`src/rtl/tsmjd_pkg.sv`:
```
// shared types and constants of the timestamp to mjd minutes converter
`default_nettype none
package tsmjd_pkg;

	localparam int unsigned POS_W = 5;
	localparam logic [POS_W-1:0] POS_SAT = 5'd25;
	localparam logic [POS_W-1:0] MIN_LEN = 5'd19;
	localparam int unsigned FIFO_DEPTH = 2;

	localparam logic [7:0] CH_DASH  = 8'h2D;
	localparam logic [7:0] CH_COLON = 8'h3A;
	localparam logic [7:0] CH_T     = 8'h54;
	localparam logic [7:0] CH_PLUS  = 8'h2B;
	localparam logic [7:0] CH_MINUS = 8'h2D;
	localparam logic [7:0] CH_ZERO  = 8'h30;
	localparam logic [7:0] CH_NINE  = 8'h39;

	// one parsed timestamp, handed from the parser to the arithmetic
	typedef struct packed {
		logic [13:0] year;
		logic [6:0]  month;
		logic [6:0]  day;
		logic [6:0]  hour;
		logic [6:0]  minute;
		logic        off_present;
		logic        off_neg;
		logic [6:0]  off_hour;
		logic [6:0]  off_minute;
		logic        bad;
	} rec_t;

	typedef struct packed {
		logic valid;
		rec_t rec;
	} job_t;

	function automatic logic is_dec(input logic [7:0] c);
		return (c >= CH_ZERO) && (c <= CH_NINE);
	endfunction

	// acc*10 + digit, kept to seven bits
	function automatic logic [6:0] push7(input logic [6:0] acc, input logic [7:0] c);
		logic [10:0] t;
		t = {acc, 3'b000} + {2'b00, acc, 1'b0} + {7'b0000000, c[3:0]};
		return t[6:0];
	endfunction

endpackage
`default_nettype wire

```
`src/rtl/iso8601_timestamp_to_mjd_minutes.sv`:
```
// Timestamp text (YYYY-MM-DDTHH:MM:SS[+-HH:MM]) to UTC minutes since the MJD epoch.
// Input channel: one text byte per request on ch, last_char marks the final byte.
// A byte is taken at a clock edge with push high and full low; the parser takes
// one byte per cycle and only stalls when its two-entry hand-off queue is full.
// Result channel: a queue read side; while empty is low, utc_minutes and malformed
// hold the oldest result, and it is taken at an edge with pop high and empty low.
// One result per timestamp, produced on its final byte; malformed texts give
// malformed=1 and utc_minutes=0.
// The edge that takes the final byte writes the parsed timestamp into the queue;
// when the arithmetic is free, the arithmetic sequencer loads it and runs its steps.
// The steps are load, two multiply steps, reciprocal correction, day sum and scale
// to minutes, after which empty goes low; no new timestamp is loaded before that.
// While the receiver keeps up, texts of 19 bytes or more never wait.
// If the receiver stalls, one result stays in the output register, up to two parsed
// timestamps wait in the queue, and then full rises until pop frees space.
// Reset (arst_n low) clears the parser and the queue, and empties the output register.
`default_nettype none
module iso8601_timestamp_to_mjd_minutes (
	input  wire logic               clk,
	input  wire logic               arst_n,
	input  wire logic [7:0]         ch,
	input  wire logic               last_char,
	input  wire logic               push,
	output logic                    full,
	output logic signed [33:0]      utc_minutes,
	output logic                    malformed,
	output logic                    empty,
	input  wire logic               pop
);

	tsmjd_pkg::job_t wr_job, rd_job;
	logic            accept;
	logic            q_full;
	logic            job_pop;

	assign full = q_full;
	assign accept = push && !q_full;

	tsmjd_front u_front (
		.clk       (clk),
		.arst_n    (arst_n),
		.ch        (ch),
		.last_char (last_char),
		.accept    (accept),
		.job       (wr_job)
	);

	tsmjd_fifo u_fifo (
		.clk    (clk),
		.arst_n (arst_n),
		.wr     (wr_job),
		.full   (q_full),
		.rd     (rd_job),
		.rd_pop (job_pop)
	);

	tsmjd_back u_back (
		.clk         (clk),
		.arst_n      (arst_n),
		.job         (rd_job),
		.job_pop     (job_pop),
		.empty       (empty),
		.pop         (pop),
		.utc_minutes (utc_minutes),
		.malformed   (malformed)
	);

endmodule
`default_nettype wire

```
`src/rtl/tsmjd_front.sv`:
```
// character parser: checks the layout except the seconds digits and accumulates the digit fields
`default_nettype none
module tsmjd_front (
	input  wire logic           clk,
	input  wire logic           arst_n,
	input  wire logic [7:0]     ch,
	input  wire logic           last_char,
	input  wire logic           accept,
	output tsmjd_pkg::job_t     job
);

	logic [4:0]  pos_q, pos_n;
	logic [13:0] year_q, year_n;
	logic [6:0]  month_q, month_n, day_q, day_n, hour_q, hour_n, minute_q, minute_n;
	logic        off_present_q, off_present_n, off_neg_q, off_neg_n;
	logic [6:0]  off_hour_q, off_hour_n, off_minute_q, off_minute_n;
	logic        bad_q, bad_n;
	logic [16:0] year_t;
	logic        dig;

	assign dig = tsmjd_pkg::is_dec(ch);
	assign year_t = {year_q, 3'b000} + {2'b00, year_q, 1'b0} + {13'b0, ch[3:0]};

	always_comb begin
		year_n = year_q;
		month_n = month_q;
		day_n = day_q;
		hour_n = hour_q;
		minute_n = minute_q;
		off_present_n = off_present_q;
		off_neg_n = off_neg_q;
		off_hour_n = off_hour_q;
		off_minute_n = off_minute_q;
		bad_n = bad_q;
		if (pos_q <= 5'd3) begin
			if (dig) year_n = year_t[13:0];
			else bad_n = 1'b1;
		end else if (pos_q inside {5'd4, 5'd7}) begin
			if (ch != tsmjd_pkg::CH_DASH) bad_n = 1'b1;
		end else if (pos_q inside {5'd5, 5'd6}) begin
			if (dig) month_n = tsmjd_pkg::push7(month_q, ch);
			else bad_n = 1'b1;
		end else if (pos_q inside {5'd8, 5'd9}) begin
			if (dig) day_n = tsmjd_pkg::push7(day_q, ch);
			else bad_n = 1'b1;
		end else if (pos_q == 5'd10) begin
			if (ch != tsmjd_pkg::CH_T) bad_n = 1'b1;
		end else if (pos_q inside {5'd11, 5'd12}) begin
			if (dig) hour_n = tsmjd_pkg::push7(hour_q, ch);
			else bad_n = 1'b1;
		end else if (pos_q inside {5'd13, 5'd16}) begin
			if (ch != tsmjd_pkg::CH_COLON) bad_n = 1'b1;
		end else if (pos_q inside {5'd14, 5'd15}) begin
			if (dig) minute_n = tsmjd_pkg::push7(minute_q, ch);
			else bad_n = 1'b1;
		end else if (pos_q == 5'd19) begin
			if (ch == tsmjd_pkg::CH_PLUS || ch == tsmjd_pkg::CH_MINUS) begin
				off_present_n = 1'b1;
				off_neg_n = (ch == tsmjd_pkg::CH_MINUS);
			end
		end else if (off_present_q && (pos_q inside {5'd20, 5'd21})) begin
			if (dig) off_hour_n = tsmjd_pkg::push7(off_hour_q, ch);
			else bad_n = 1'b1;
		end else if (off_present_q && pos_q == 5'd22) begin
			if (ch != tsmjd_pkg::CH_COLON) bad_n = 1'b1;
		end else if (off_present_q && (pos_q inside {5'd23, 5'd24})) begin
			if (dig) off_minute_n = tsmjd_pkg::push7(off_minute_q, ch);
			else bad_n = 1'b1;
		end
		pos_n = (pos_q < tsmjd_pkg::POS_SAT) ? pos_q + 5'd1 : pos_q;
	end

	always_comb begin
		job.valid = accept && last_char;
		job.rec.year = year_n;
		job.rec.month = month_n;
		job.rec.day = day_n;
		job.rec.hour = hour_n;
		job.rec.minute = minute_n;
		job.rec.off_present = off_present_n;
		job.rec.off_neg = off_neg_n;
		job.rec.off_hour = off_hour_n;
		job.rec.off_minute = off_minute_n;
		// short text or a cut-off offset counts as malformed
		job.rec.bad = bad_n || (pos_n < tsmjd_pkg::MIN_LEN) ||
			(off_present_n && (pos_n < tsmjd_pkg::POS_SAT));
	end

	always_ff @(posedge clk or negedge arst_n) begin
		if (!arst_n) begin
			pos_q <= '0;
			year_q <= '0;
			month_q <= '0;
			day_q <= '0;
			hour_q <= '0;
			minute_q <= '0;
			off_present_q <= 1'b0;
			off_neg_q <= 1'b0;
			off_hour_q <= '0;
			off_minute_q <= '0;
			bad_q <= 1'b0;
		end else if (accept) begin
			if (last_char) begin
				pos_q <= '0;
				year_q <= '0;
				month_q <= '0;
				day_q <= '0;
				hour_q <= '0;
				minute_q <= '0;
				off_present_q <= 1'b0;
				off_neg_q <= 1'b0;
				off_hour_q <= '0;
				off_minute_q <= '0;
				bad_q <= 1'b0;
			end else begin
				pos_q <= pos_n;
				year_q <= year_n;
				month_q <= month_n;
				day_q <= day_n;
				hour_q <= hour_n;
				minute_q <= minute_n;
				off_present_q <= off_present_n;
				off_neg_q <= off_neg_n;
				off_hour_q <= off_hour_n;
				off_minute_q <= off_minute_n;
				bad_q <= bad_n;
			end
		end
	end

endmodule
`default_nettype wire

```
`src/rtl/tsmjd_fifo.sv`:
```
// two-entry queue of parsed timestamps between parser and arithmetic
`default_nettype none
module tsmjd_fifo (
	input  wire logic           clk,
	input  wire logic           arst_n,
	input  wire tsmjd_pkg::job_t wr,
	output logic                full,
	output tsmjd_pkg::job_t     rd,
	input  wire logic           rd_pop
);

	tsmjd_pkg::rec_t mem_q [tsmjd_pkg::FIFO_DEPTH];
	logic       wr_ptr_q, rd_ptr_q;
	logic [1:0] count_q;
	logic       do_push, do_pop;

	assign full = (count_q == 2'(tsmjd_pkg::FIFO_DEPTH));
	assign do_push = wr.valid && !full;
	assign do_pop = rd_pop && (count_q != 2'd0);
	assign rd.valid = (count_q != 2'd0);
	assign rd.rec = mem_q[rd_ptr_q];

	always_ff @(posedge clk) begin
		if (do_push) mem_q[wr_ptr_q] <= wr.rec;
	end

	always_ff @(posedge clk or negedge arst_n) begin
		if (!arst_n) begin
			wr_ptr_q <= 1'b0;
			rd_ptr_q <= 1'b0;
			count_q <= 2'd0;
		end else begin
			if (do_push) wr_ptr_q <= ~wr_ptr_q;
			if (do_pop) rd_ptr_q <= ~rd_ptr_q;
			if (do_push && !do_pop) count_q <= count_q + 2'd1;
			else if (do_pop && !do_push) count_q <= count_q - 2'd1;
		end
	end

	a_count_bound: assert property (@(posedge clk) disable iff (!arst_n)
		count_q <= 2'(tsmjd_pkg::FIFO_DEPTH))
		else $error("queue count beyond depth");

endmodule
`default_nettype wire

```
`src/rtl/tsmjd_back.sv`:
```
// date arithmetic sequencer and result register
`default_nettype none
module tsmjd_back (
	input  wire logic               clk,
	input  wire logic               arst_n,
	input  wire tsmjd_pkg::job_t    job,
	output logic                    job_pop,
	output logic                    empty,
	input  wire logic               pop,
	output logic signed [33:0]      utc_minutes,
	output logic                    malformed
);

	localparam logic [2:0] ST_IDLE  = 3'd0;
	localparam logic [2:0] ST_MUL   = 3'd1;
	localparam logic [2:0] ST_DIV   = 3'd2;
	localparam logic [2:0] ST_FIX   = 3'd3;
	localparam logic [2:0] ST_SUM   = 3'd4;
	localparam logic [2:0] ST_SCALE = 3'd5;

	logic [2:0]         step_q;
	logic               out_vld_q;
	logic               bad_q;
	logic signed [33:0] utc_q;
	logic signed [15:0] yd_q;
	logic [7:0]         mm1_q;
	logic [6:0]         day_q;
	logic signed [14:0] tod_q;
	logic signed [26:0] pa_q;
	logic [25:0]        pb_q;
	logic signed [24:0] a_q;
	logic [11:0]        qe_q;
	logic [11:0]        b_q;
	logic signed [24:0] mjd_q;

	logic               start;
	logic               le2;
	logic signed [15:0] yd_n;
	logic [7:0]         mm1_n;
	logic [12:0]        local_min, off_mag;
	logic signed [14:0] off_s, tod_n;
	logic signed [26:0] a_full;
	logic [38:0]        recip;
	logic [25:0]        qd, rem;
	logic signed [35:0] tot;

	assign start = (step_q == ST_IDLE) && job.valid && (!out_vld_q || pop);
	assign job_pop = start;

	always_comb begin
		le2 = (job.rec.month <= 7'd2);
		// january and february count as months 13 and 14 of the year before
		yd_n = $signed({2'b00, job.rec.year}) - $signed({15'b0, le2}) - 16'sd1900;
		mm1_n = {1'b0, job.rec.month} + (le2 ? 8'd13 : 8'd1);
		local_min = {6'b0, job.rec.hour} * 13'd60 + {6'b0, job.rec.minute};
		off_mag = {6'b0, job.rec.off_hour} * 13'd60 + {6'b0, job.rec.off_minute};
		if (!job.rec.off_present) off_s = '0;
		else if (job.rec.off_neg) off_s = -$signed({2'b00, off_mag});
		else off_s = $signed({2'b00, off_mag});
		tod_n = $signed({2'b00, local_min}) - off_s;
		// truncation toward zero for the quarter-day year term
		a_full = (pa_q + (pa_q[26] ? 27'sd3 : 27'sd0)) >>> 2;
		// floor(x/10000) estimate via reciprocal, low by at most one
		recip = {13'b0, pb_q} * 39'd6710;
		qd = {14'b0, qe_q} * 26'd10000;
		rem = pb_q - qd;
		tot = mjd_q * 36'sd1440 + tod_q;
	end

	always_ff @(posedge clk) begin
		case (step_q)
			ST_IDLE: begin
				if (start) begin
					yd_q <= yd_n;
					mm1_q <= mm1_n;
					day_q <= job.rec.day;
					tod_q <= tod_n;
					bad_q <= job.rec.bad;
				end
			end
			ST_MUL: begin
				pa_q <= yd_q * 27'sd1461;
				pb_q <= {18'b0, mm1_q} * 26'd306001;
			end
			ST_DIV: begin
				a_q <= a_full[24:0];
				qe_q <= recip[37:26];
			end
			ST_FIX: begin
				b_q <= qe_q + {11'b0, (rem >= 26'd10000)};
			end
			ST_SUM: begin
				mjd_q <= a_q + 25'sd14956 + $signed({18'b0, day_q}) + $signed({13'b0, b_q});
			end
			ST_SCALE: begin
				utc_q <= bad_q ? '0 : tot[33:0];
			end
			default: begin
			end
		endcase
	end

	always_ff @(posedge clk or negedge arst_n) begin
		if (!arst_n) begin
			step_q <= ST_IDLE;
			out_vld_q <= 1'b0;
		end else begin
			case (step_q)
				ST_IDLE:  if (start) step_q <= ST_MUL;
				ST_MUL:   step_q <= ST_DIV;
				ST_DIV:   step_q <= ST_FIX;
				ST_FIX:   step_q <= ST_SUM;
				ST_SUM:   step_q <= ST_SCALE;
				ST_SCALE: step_q <= ST_IDLE;
				default:  step_q <= ST_IDLE;
			endcase
			if (step_q == ST_SCALE) out_vld_q <= 1'b1;
			else if (pop) out_vld_q <= 1'b0;
		end
	end

	assign empty = !out_vld_q;
	assign utc_minutes = utc_q;
	assign malformed = bad_q;

	a_no_take_busy: assert property (@(posedge clk) disable iff (!arst_n)
		(step_q != ST_IDLE) |-> !job_pop)
		else $error("request taken while arithmetic busy");

	a_slot_free: assert property (@(posedge clk) disable iff (!arst_n)
		(step_q == ST_SCALE) |-> !out_vld_q)
		else $error("result register overwritten");

	a_fill_src: assert property (@(posedge clk) disable iff (!arst_n)
		$rose(out_vld_q) |-> $past(step_q == ST_SCALE))
		else $error("result appeared without a finished request");

endmodule
`default_nettype wire
```
`config.mk`:
```
export PLATFORM = sky130hd
export DESIGN_NAME = iso8601_timestamp_to_mjd_minutes
export DESIGN_NICKNAME = d
export VERILOG_FILES = /design/src/rtl/tsmjd_pkg.sv /design/src/rtl/iso8601_timestamp_to_mjd_minutes.sv /design/src/rtl/tsmjd_front.sv /design/src/rtl/tsmjd_fifo.sv /design/src/rtl/tsmjd_back.sv
export SDC_FILE = /design/constraint.sdc
export NUM_CORES = 2
export LEC_CHECK = 0
export BUFFER_PORTS_ARGS = -buffer_cell sky130_fd_sc_hd__buf_2
export CELL_PAD_IN_SITES_DETAIL_PLACEMENT = 0
export CELL_PAD_IN_SITES_GLOBAL_PLACEMENT = 1
export CORE_ASPECT_RATIO = 1.4
export CORE_MARGIN = 4
export CORE_UTILIZATION = 43
export DETAILED_ROUTE_END_ITERATION = 10
export MAX_ROUTING_LAYER = met4
export PLACE_DENSITY_LB_ADDON = 0.2
export SLEW_MARGIN = 20
export SYNTH_ARGS = -nofsm -noshare
export SYNTH_HDL_FRONTEND = slang
export SYNTH_SLANG_ARGS = --single-unit
```
`constraint.sdc`:
```
create_clock -name clk -period 7 [get_ports clk]
set_input_delay 1.4 -clock clk [delete_from_list [all_inputs] [get_ports clk]]
set_output_delay 1.4 -clock clk [all_outputs]
set_load 0.005 [all_outputs]
```
==> results.yml <==
floorplan:
  die_h_um: 368
  start_util: 0.434
  io_pins: 50
  die_w_um: 265
  core_area_mm2: 0.0915
  fp-row-count: 131
  die-area_mm2: 0.0974
setup_path:
  endpoint_kind: "flip-flop"
  worstPathMaxFanout: 4
  crit_type: "flip-flop to flip-flop"
  crit_path_max_incr_delay_ns: 0.55
  crit_path_frequent_cell: "inv_2"
  arrival_ns: 7.09
  cp-start-kind: "flip-flop"
  critPathRequiredTime_ns: 7.35
  crit_buf_inv: 6
  cpMaxStageDelayCell: "fa_1"
  critPathTopFamily: "adder cells"
clock_tree:
  cts_tree: "built"
  h-tree-depth: 2
  cts_buffers: 45
  clockBufferDepth: 3
  ctsHoldBuffers: 0
  insertion_delay_ns: 0.61
  clkTransAtPathRegs_ns: 0.06
  cts-root-buf: "clkbuf_16"
  cts.sinks: 398
cells_and_area:
  fin_nets: 4869
  final_common_cell: "inv_1"
  final_cells: 5137
  num_antenna_cells: 0
  final_cell_mix: "inv_1 (725), ha_1 (613), edfxtp_1 (326)"
  drive_gt1_frac: 0.0921
  syn_to_final_growth_pct: 10.3
timing:
  slew_headroom: 0.360
  worstMarginPinSlew_ns: 0.960
  slew_violations: 0
  period_minus_slack_ns: 6.74
  max_freq_mhz: 148
  finalHoldViolations: 0
  setup_viol: 0
  rsz0062_at_grt: "yes"
  skew_ns: 0.0331
  min_period_over_period: 0.963
synth:
  seq_area_frac_synth: 0.292
  ys_ff_latch: 398
  synth_nets: 4737
  synth_cells: 3771
  syn_area_mm2: 0.0397
  syn_avg_cell_area_um2: 10.5
  synth_warnings: 0
  synth.distinct_cells: 89
  synth_edf_count: 326
  async_flop_share: 0.181
  ys.flop_type: "edfxtp_1"
detailed_routing:
  ant_nets: 0
  drt-initial-drc-count: 872
  drt-vias-per-instance: 5.02
  wire_per_inst_um: 15.9
  first_pass_iters: 7
  wirelength_um: 81800
  drcViolationCount: 0
  vias: 25800
global_route:
  grt_pass1_wl_um: 137000
  grt-ovfl-total: 0
  grt_pass1_vias: 27100
  grt_max_degree: 73
  antenna_found_initial: 2
  gr-usage-all-layers: 0.176
placement:
  dp_cells: 5036
  io_buffers: 49
  place_congestion: 0.843
  post-dp-hpwl_um: 67500
run:
  maxCapViolCount: 0
run_status:
  outcome: "complete, no violations"
worst_hold_path:
  hold_path.class: "flip-flop to flip-flop"
sequential cells by signal, indices dropped and copies added, names as in the netlist, 8 cells and up:
register / flops
u_back.qe_q: 12
u_back.mm1_q: 8
u_back.a_q: 25
u_back.yd_q: 16
u_fifo.mem_q: 118
u_back.mjd_q: 25
u_front.year_q: 14
u_back.tod_q: 15
u_back.pa_q: 27
u_back.b_q: 12
u_back.utc_minutes: 34
u_back.pb_q: 26
routing by layer:
layer  GRT usage  up-vias  part of all wire
li1            -    13100                 -
met1       0.213    12400              0.44
met4      0.0320        0             0.017
met2       0.322      252              0.52
met5           -        -                 0
met3      0.0182       89             0.025
what timing repair did:
action                                  CTS  global route
endpoints found under the hold margin     0             0
buffers inserted                          1            16
pin swaps                                 2            40
resized for setup                        11            40
gates cloned                              0             0
endpoints found under the setup margin   10            12
through the flow:
step                      hold WS [ns]   util  setup TNS [ns]  setup slack, ns  instance area [um^2]
after CTS                        0.500  0.476               0          0.00906                 43500
final                            0.503  0.479               0            0.259                 43900
after global routing             0.521  0.479         -0.0761          -0.0429                 43900
after floorplan                  0.461      -               0           0.0180                 39700
after global placement           0.482  0.457           -1.53           -0.289                 41800
after detailed placement         0.488  0.457           -2.17           -0.373                 41800
Yosys cell counts, drive strengths merged (9+ instances only):
master / instances / share of area
o21ai: 127 / 0.016
o21a: 28 / 0.0053
or2: 15 / 0.0024
mux2i: 28 / 0.0071
nor3: 57 / 0.0077
dfrtp: 72 / 0.045
buf: 13 / 0.0018
mux2: 64 / 0.018
nor3b: 12 / 0.0023
edfxtp: 326 / 0.25
fa: 325 / 0.16
inv: 733 / 0.069
a22o: 43 / 0.0095
o2111ai: 11 / 0.0024
a21o: 58 / 0.011
o21bai: 27 / 0.0051
nor2b: 40 / 0.0063
ha: 628 / 0.20
xor2: 98 / 0.022
nand3: 48 / 0.0060
clkbuf: 29 / 0.0027
nor2: 160 / 0.015
a31oi: 17 / 0.0028
and2: 15 / 0.0024
o31a: 13 / 0.0029
o31ai: 9 / 0.0018
nand2: 171 / 0.016
nand2b: 36 / 0.0057
a211oi: 22 / 0.0042
nand4: 15 / 0.0029
and3: 27 / 0.0045
a21oi: 171 / 0.022
xnor2: 189 / 0.042
or3: 18 / 0.0028
logic make-up after synthesis:
| kind of cell | count (synthesis) | share of synthesized area |
|---|---|---|
| fa+ha+maj | 953 | 0.361 |
| mux | 92 | 0.0252 |
| xor+xnor | 288 | 0.0638 |
| buf+inv | 775 | 0.0737 |
| flops | 398 | 0.292 |
| simple gates | 649 | 0.0818 |
| compound gates | 616 | 0.102 |
path summary, 6_finish.rpt:
kind / start / end / slack [ns] / cells after the start
max reg2reg: u_back.qe_q[5] / u_back.b_q[6] / 0.26 / 32
max in group asynchronous: arst_n / u_fifo.rd_ptr_q / 5.15 / 2
min: u_fifo.count_q[1] / u_fifo.count_q[1] / 0.50 / 1
min reg2reg: u_fifo.count_q[1] / u_fifo.count_q[1] / 0.50 / 1
min in group asynchronous: arst_n / u_back.step_q[1] / 0.72 / 1
max: u_back.qe_q[5] / u_back.b_q[6] / 0.26 / 32
final cells by class:
cell class | instances | area (um^2)
fill | 8549 | 47600
multi-input combinational | 2598 | 25500
sequential | 398 | 11600
inverter | 733 | 2750
tap | 1197 | 1500
clock buffer | 61 | 1330
timing repair buffer | 127 | 833
clock inverter | 23 | 297
Power is not shown: default switching activity piles up to over one toggle a cycle in this logic, so the estimate is an artifact.
